<file path="config.mk">
export PLATFORM = sky130hd
export DESIGN_NAME = size_string_parser
export DESIGN_NICKNAME = d
export VERILOG_FILES = /design/src/design/ssp_pkg.sv /design/src/design/size_string_parser.sv /design/src/design/ssp_step.sv /design/src/design/ssp_finish.sv
export SDC_FILE = /design/constraint.sdc
export NUM_CORES = 1
export LEC_CHECK = 0
export BUFFER_PORTS_ARGS = -buffer_cell sky130_fd_sc_hd__buf_4
export CAP_MARGIN = 20
export CORE_ASPECT_RATIO = 2
export CORE_MARGIN = 1.5
export CORE_UTILIZATION = 65
export DETAILED_ROUTE_END_ITERATION = 8
export PLACE_DENSITY = 0.83
export SYNTH_ARGS = -nofsm -noshare
export SYNTH_HDL_FRONTEND = slang
export SYNTH_HIERARCHICAL = 1
export SYNTH_SLANG_ARGS = --single-unit
</file>
<file path="constraint.sdc">
create_clock -name clk -period 13 [get_ports clk]
set_input_delay 0 -clock clk [delete_from_list [all_inputs] [get_ports clk]]
set_output_delay 0 -clock clk [all_outputs]
set_load 0.01 [all_outputs]
</file>
<file path="src/design/ssp_pkg.sv">
package ssp_pkg;

	// Parse phase, one-hot
	typedef enum logic [3:0] {
		PH_LEAD   = 4'b0001,
		PH_DIGITS = 4'b0010,
		PH_SUFFIX = 4'b0100,
		PH_TRAIL  = 4'b1000
	} phase_t;

	// Running parse state for one string
	typedef struct packed {
		phase_t      phase;
		logic [63:0] acc;
		logic        err;
		logic [7:0]  sfx0;
		logic [7:0]  sfx1;
		logic [1:0]  sfx_len;
	} parse_state_t;

	localparam int unsigned SHIFT_K = 10;
	localparam int unsigned SHIFT_M = 20;
	localparam int unsigned SHIFT_G = 30;
	localparam int unsigned SHIFT_T = 40;

	localparam logic [7:0] CH_SPACE = 8'd32;
	localparam logic [7:0] CH_TAB   = 8'd9;
	localparam logic [7:0] CH_CR    = 8'd13;
	localparam logic [7:0] CH_ZERO  = 8'd48;
	localparam logic [7:0] CH_NINE  = 8'd57;
	localparam logic [7:0] CH_UP_A  = 8'd65;
	localparam logic [7:0] CH_UP_Z  = 8'd90;
	localparam logic [7:0] CH_B     = 8'd98;
	localparam logic [7:0] CH_I     = 8'd105;
	localparam logic [7:0] CH_K     = 8'd107;
	localparam logic [7:0] CH_M     = 8'd109;
	localparam logic [7:0] CH_G     = 8'd103;
	localparam logic [7:0] CH_T     = 8'd116;

	localparam parse_state_t STATE_RESET = '{
		phase:   PH_LEAD,
		acc:     64'd0,
		err:     1'b0,
		sfx0:    8'd0,
		sfx1:    8'd0,
		sfx_len: 2'd0
	};

endpackage

</file>
<file path="src/design/size_string_parser.sv">
// Channel  | Handshake            | Beat payload
// ---------+----------------------+--------------------------
// input    | in_valid / in_ready  | char_code[7:0], last_char
// output   | out_valid/ out_ready | size_value[63:0], size_ok
//
// One character beat is taken per cycle while no result is stalled; the
// per-character update (times ten plus digit, compare against 2^64) is
// combinational on the parse state. A final beat passes through the input,
// snapshot and result registers. Reset returns the parser to the leading
// whitespace phase with no beats held. While a result waits on out_ready the
// pipeline holds, and in_ready drops then only if the input register is full.
module size_string_parser (
	input  logic        clk,
	input  logic        arst_n,
	input  logic        in_valid,
	output logic        in_ready,
	input  logic [7:0]  char_code,
	input  logic        last_char,
	output logic        out_valid,
	input  logic        out_ready,
	output logic [63:0] size_value,
	output logic        size_ok
);

	logic                  en;
	logic                  v_s1;
	logic [7:0]            char_s1;
	logic                  last_s1;
	ssp_pkg::parse_state_t st_q;
	ssp_pkg::parse_state_t st_nxt;
	logic                  v_s2;
	ssp_pkg::parse_state_t snap_s2;
	logic                  out_valid_q;
	logic [63:0]           value_q;
	logic                  ok_q;
	logic [63:0]           fin_value;
	logic                  fin_ok;

	// Advance the pipeline unless a result is stalled
	assign en       = !out_valid_q || out_ready;
	assign in_ready = en || !v_s1;

	ssp_step u_step (
		.st        (st_q),
		.char_code (char_s1),
		.nxt       (st_nxt)
	);

	ssp_finish u_finish (
		.st         (snap_s2),
		.size_value (fin_value),
		.size_ok    (fin_ok)
	);

	// Control and parse state
	always_ff @(posedge clk or negedge arst_n) begin
		if (!arst_n) begin
			v_s1        <= 1'b0;
			v_s2        <= 1'b0;
			out_valid_q <= 1'b0;
			st_q        <= ssp_pkg::STATE_RESET;
		end else begin
			if (in_ready) begin
				v_s1 <= in_valid;
			end
			if (en) begin
				v_s2        <= v_s1 && last_s1;
				out_valid_q <= v_s2;
				if (v_s1) begin
					st_q <= last_s1 ? ssp_pkg::STATE_RESET : st_nxt;
				end
			end
		end
	end

	// Payload registers
	always_ff @(posedge clk) begin
		if (in_ready) begin
			char_s1 <= char_code;
			last_s1 <= last_char;
		end
		if (en) begin
			snap_s2 <= st_nxt;
			value_q <= fin_value;
			ok_q    <= fin_ok;
		end
	end

	assign out_valid  = out_valid_q;
	assign size_value = value_q;
	assign size_ok    = ok_q;

endmodule

</file>
<file path="src/design/ssp_step.sv">
module ssp_step (
	input  ssp_pkg::parse_state_t st,
	input  logic [7:0]            char_code,
	output ssp_pkg::parse_state_t nxt
);

	logic        sp;
	logic        dg;
	logic [7:0]  low;
	logic [67:0] acc_ext;
	logic [67:0] mac;

	// Classify the character
	assign sp  = (char_code == ssp_pkg::CH_SPACE) ||
		((char_code >= ssp_pkg::CH_TAB) && (char_code <= ssp_pkg::CH_CR));
	assign dg  = (char_code >= ssp_pkg::CH_ZERO) && (char_code <= ssp_pkg::CH_NINE);
	assign low = ((char_code >= ssp_pkg::CH_UP_A) && (char_code <= ssp_pkg::CH_UP_Z)) ?
		(char_code + 8'd32) : char_code;

	// Times ten plus digit, with room to see overflow
	assign acc_ext = {4'd0, st.acc};
	assign mac     = (acc_ext << 3) + (acc_ext << 1) + {64'd0, char_code[3:0]};

	// Advance the parse state by one character
	always_comb begin
		nxt = st;
		if (!st.err) begin
			unique case (st.phase)
				ssp_pkg::PH_LEAD: begin
					if (sp) begin
						nxt = st;
					end else if (dg) begin
						nxt.acc   = {60'd0, char_code[3:0]};
						nxt.phase = ssp_pkg::PH_DIGITS;
					end else begin
						nxt.err = 1'b1;
					end
				end
				ssp_pkg::PH_DIGITS,
				ssp_pkg::PH_SUFFIX: begin
					if (dg && (st.phase == ssp_pkg::PH_DIGITS)) begin
						if (mac[67:64] != 4'd0) begin
							nxt.err = 1'b1;
						end else begin
							nxt.acc = mac[63:0];
						end
					end else if (sp) begin
						nxt.phase = ssp_pkg::PH_TRAIL;
					end else begin
						nxt.phase = ssp_pkg::PH_SUFFIX;
						unique case (st.sfx_len)
							2'd0: begin
								nxt.sfx0    = low;
								nxt.sfx_len = 2'd1;
							end
							2'd1: begin
								nxt.sfx1    = low;
								nxt.sfx_len = 2'd2;
							end
							default: nxt.err = 1'b1;
						endcase
					end
				end
				default: begin
					if (!sp) begin
						nxt.err = 1'b1;
					end
				end
			endcase
		end
	end

endmodule

</file>
<file path="src/design/ssp_finish.sv">
module ssp_finish (
	input  ssp_pkg::parse_state_t st,
	output logic [63:0]           size_value,
	output logic                  size_ok
);

	logic       valid_sfx;
	logic       long_ok;
	logic [2:0] unit;
	logic       fits;
	logic [63:0] shifted;

	// Unit select: 0 bytes, 1 kilo, 2 mega, 3 giga, 4 tera
	always_comb begin
		unit      = 3'd0;
		valid_sfx = 1'b0;
		long_ok   = (st.sfx_len == 2'd1) ||
			((st.sfx_len == 2'd2) && ((st.sfx1 == ssp_pkg::CH_B) || (st.sfx1 == ssp_pkg::CH_I)));
		if (st.sfx_len == 2'd0) begin
			valid_sfx = 1'b1;
		end else if ((st.sfx_len == 2'd1) && (st.sfx0 == ssp_pkg::CH_B)) begin
			valid_sfx = 1'b1;
		end else begin
			unique case (st.sfx0)
				ssp_pkg::CH_K: begin unit = 3'd1; valid_sfx = long_ok; end
				ssp_pkg::CH_M: begin unit = 3'd2; valid_sfx = long_ok; end
				ssp_pkg::CH_G: begin unit = 3'd3; valid_sfx = long_ok; end
				ssp_pkg::CH_T: begin unit = 3'd4; valid_sfx = long_ok; end
				default: valid_sfx = 1'b0;
			endcase
		end
	end

	// Check headroom and apply the shift
	always_comb begin
		unique case (unit)
			3'd1: begin
				fits    = (st.acc[63:64-ssp_pkg::SHIFT_K] == '0);
				shifted = st.acc << ssp_pkg::SHIFT_K;
			end
			3'd2: begin
				fits    = (st.acc[63:64-ssp_pkg::SHIFT_M] == '0);
				shifted = st.acc << ssp_pkg::SHIFT_M;
			end
			3'd3: begin
				fits    = (st.acc[63:64-ssp_pkg::SHIFT_G] == '0);
				shifted = st.acc << ssp_pkg::SHIFT_G;
			end
			3'd4: begin
				fits    = (st.acc[63:64-ssp_pkg::SHIFT_T] == '0);
				shifted = st.acc << ssp_pkg::SHIFT_T;
			end
			default: begin
				fits    = 1'b1;
				shifted = st.acc;
			end
		endcase
	end

	assign size_ok    = !st.err && (st.phase != ssp_pkg::PH_LEAD) && valid_sfx && fits;
	assign size_value = size_ok ? shifted : 64'd0;

endmodule

</file>
==> flow_metrics.env <==
export IMPL_overflow=0
export IMPL_critPathTopFamily="compound AO/OA/AOI/OAI gates"
export IMPL_ys_ff_latch=251
export IMPL_crit_type="reg2reg"
export IMPL_violations="design-rule violations"
export IMPL_fin_crit_sh_pct=42.5
export IMPL_cts_htree_levels=1
export IMPL_top_level_ports=80
export IMPL_synth_cells=1624
export IMPL_cp_startpoint="char_s1[3]"
export IMPL_grt_max_degree=89
export IMPL_synth_edf_count=161
export IMPL_fin_ws_ps=7470
export IMPL_fin_crit_ps=5530
export IMPL_syn2layout_area_growth_pct=8.89
export IMPL_core_area_sq_um=25800
export IMPL_multi_input_area_sq_um=9270
export IMPL_io_buffers=79
export IMPL_rsz0062_at_grt="false"
export IMPL_stdcell_count=2009
export IMPL_dp_cells=1957
export IMPL_drtIter0Drc=1417
export IMPL_crit_fanout=37
export IMPL_layout_commonest_cell="edfxtp_1"
export IMPL_timing_critical_path_to_type="register"
export IMPL_crit_chain="inv_1 > fa_1 > fa_1 > nor2b_1 > o31ai_1 > a31oi_1 > a31oi_1 > o21a_1 > o21a_1 > o211ai_1 > o21a_2 > buf_4 > mux2_4 > nor2b_1 > mux2_2"
export IMPL_regArea_sq_um=7090
export IMPL_final_area_sq_um=18500
export IMPL_grtUsageTotal_pct=36.2
export IMPL_startpoint_type="register"
export IMPL_wl_microns=49500
export IMPL_grt_pass1_wl_microns=76300
export IMPL_clock_sinks=251
export IMPL_route_vias_total=13587
export IMPL_clk_pin_slew_ps=80
export IMPL_setup_tns_ps=0
export IMPL_synth_fp_nets=1771
export IMPL_dieArea_sq_um=27200
export IMPL_vdd_drop_max_v=0.000190
export IMPL_worstMarginPinSlew_ps=1070
export IMPL_ys_warn_count=6
export IMPL_skew_ps=11.2
export IMPL_wire_per_inst_microns=24.6
export IMPL_antenna_cells=0
export IMPL_synthTopCellsByArea="edfxtp_1 (28%), dfrtp_1 (13%), ha_1 (9.7%), mux2_2 (3.8%), mux2_4 (3.7%)"
export IMPL_post_place_ws_ps=7550
export IMPL_cts_setup_buffers=0
export IMPL_cts_root_buf="clkbuf_16"
export IMPL_yosysTopAreaCell="edfxtp_1"
export IMPL_die_width_microns=117
export IMPL_worstPathRequired_ps=13430
export IMPL_dr_pass1_iters=9
export IMPL_maxCapViolCount=0
export IMPL_routed_via_density=6.76
export IMPL_r2r_end="st_q[19]"
export IMPL_r2r_cells=15
export IMPL_synth_ff_type="edfxtp_1"
export IMPL_setup_violations=0
export IMPL_synthDistinctLibCells=93
export IMPL_cts_tree="built"
export IMPL_rrSetupSlack_ps=7470
export IMPL_pwr_density_cell_nw_per_um2=103
export IMPL_fmax_mhz=181
export IMPL_syn_area_sq_um=17000
export IMPL_slew_violations=0
export IMPL_maxSlewHeadroom_pct=29.0
export IMPL_fp_row_count=83
export IMPL_fin_util_pct=72.0
export IMPL_crit_arrival_ps=5960
export IMPL_ys_async_sr_fraction_pct=35.9
export IMPL_cpMaxStageDelayCell="o21a_2"
export IMPL_n_fill_cell=1915
export IMPL_numCtsBuffers=22
export IMPL_status="finished with violations"
export IMPL_place_hpwl_microns=36500
export IMPL_place_area_sq_um=17600
export IMPL_drc=2
export IMPL_leakage_uw=0.00778
export IMPL_critPathMaxStageDelay_ps=580
export IMPL_seq_area_frac_synth_pct=41.6
export IMPL_clock_latency_ps=540
export IMPL_avgSynthCellArea_sq_um=10.5
export IMPL_cp_num_buf_inv=2
export IMPL_r2r_start="char_s1[3]"
export IMPL_grt_pass1_vias=13854
export IMPL_die_y_microns=232
export IMPL_ant_nets=0
export IMPL_antenna_found_initial=0
export IMPL_drive_gt1_share_pct=15.5
export IMPL_clock_path_buffers=3
export IMPL_hold_path_class="in2async"
export IMPL_nNetsFinal=1800
export IMPL_layout_common_cells="edfxtp_1 (161), nand2_1 (153), ha_1 (132)"
export IMPL_gp_congestion=1.06
export IMPL_start_util_pct=66.1
export IMPL_hold_viol=0
export IMPL_synth_top_cell_area_share_pct=28.4
export IMPL_post_cts_resized=0
==> worst max-delay path by stage <==
| stage | cells after the start | end |
|---|---|---|
| finish | 15 | st_q[19] |
| global route | 15 | st_q[19] |
| CTS | 15 | st_q[19] |
| detailed placement | 15 | st_q[19] |
| global placement | 15 | st_q[19] |
| floorplan | 15 | st_q[19] |
==> power breakdown <==
group	internal, uW	total, uW	switching (uW)
combinational	71.1	180	109
clock	432	741	309
sequential	921	993	72.1
total	1420	1910	490
==> synthesized netlist by cell type (16+ instances only) <==
master and number:
and2_1 17, mux2_4 42, inv_1 30, xor2_1 27, mux2_2 57, nor3_1 23
a22oi_1 18, nand2_1 153, buf_2 26, nor2_1 87, o2bb2ai_1 60, dfrtp_1 89
nor2b_1 85, nand3_1 27, a222oi_1 40, clkbuf_1 55, nand4_1 28, xnor2_1 34
a31oi_1 44, edfxtp_1 161, o211ai_1 16, o21ai_0 61, ha_1 132, a21oi_1 103
==> per-stage QoR <==
| step | hold WS [ps] | total power, uW |
|---|---|---|
| 3_5_place_dp | 40.2 | 1180 |
| 4_1_cts | 19.0 | 1910 |
| 5_1_grt | 61.2 | 1960 |
| 3_3_place_gp | 33.0 | 1180 |
| 2_1_floorplan | -296 | 1080 |
| 6_report | 5.86 | 1910 |
==> cell families (layout without fill, tap and decap cells) <==
group | count (synthesis) | in the layout | share of synthesized area (%)
muxes | 104 | 104 | 7.78
AOI/OAI and AO/OA | 442 | 442 | 18.4
buffers and inverters | 131 | 176 | 3.96
adders and majority gates | 134 | 134 | 9.94
DFF | 251 | 251 | 41.6
and+or+nand+nor | 501 | 501 | 15.2
xor gates and xnor gates | 61 | 61 | 3.14
==> state kept, by name (all words and copies together) (netlist names) <==
register / count
char_s1: 8
last_s1: 1
snap_s2: 87
v_s1: 1
size_ok: 1
st_q: 87
size_value: 64
out_valid: 1
v_s2: 1
==> layer usage <==
layer	GRT usage, %	up-vias	share of wire (%)
met1	36.4	6573	33
met4	26.3	0	8.1
met5	0	-	0
li1	-	6227	-
met3	4.30	203	5.1
met2	68.4	584	53
==> final cells by class <==
cell class / count / area share (%)
multi-input combinational: 1242 / 50.0
sequential: 251 / 38.2
timing repair buffer: 105 / 4.42
clock buffer: 26 / 3.22
tap: 340 / 2.30
clock inverter: 14 / 1.17
inverter: 31 / 0.655
==> repair_timing <==
action	CTS	global route
endpoints found under the setup margin	0	0
endpoints found under the hold margin	53	0
hold buffers	12	0
No activity file was read; power rests on OpenSTA's default activity.
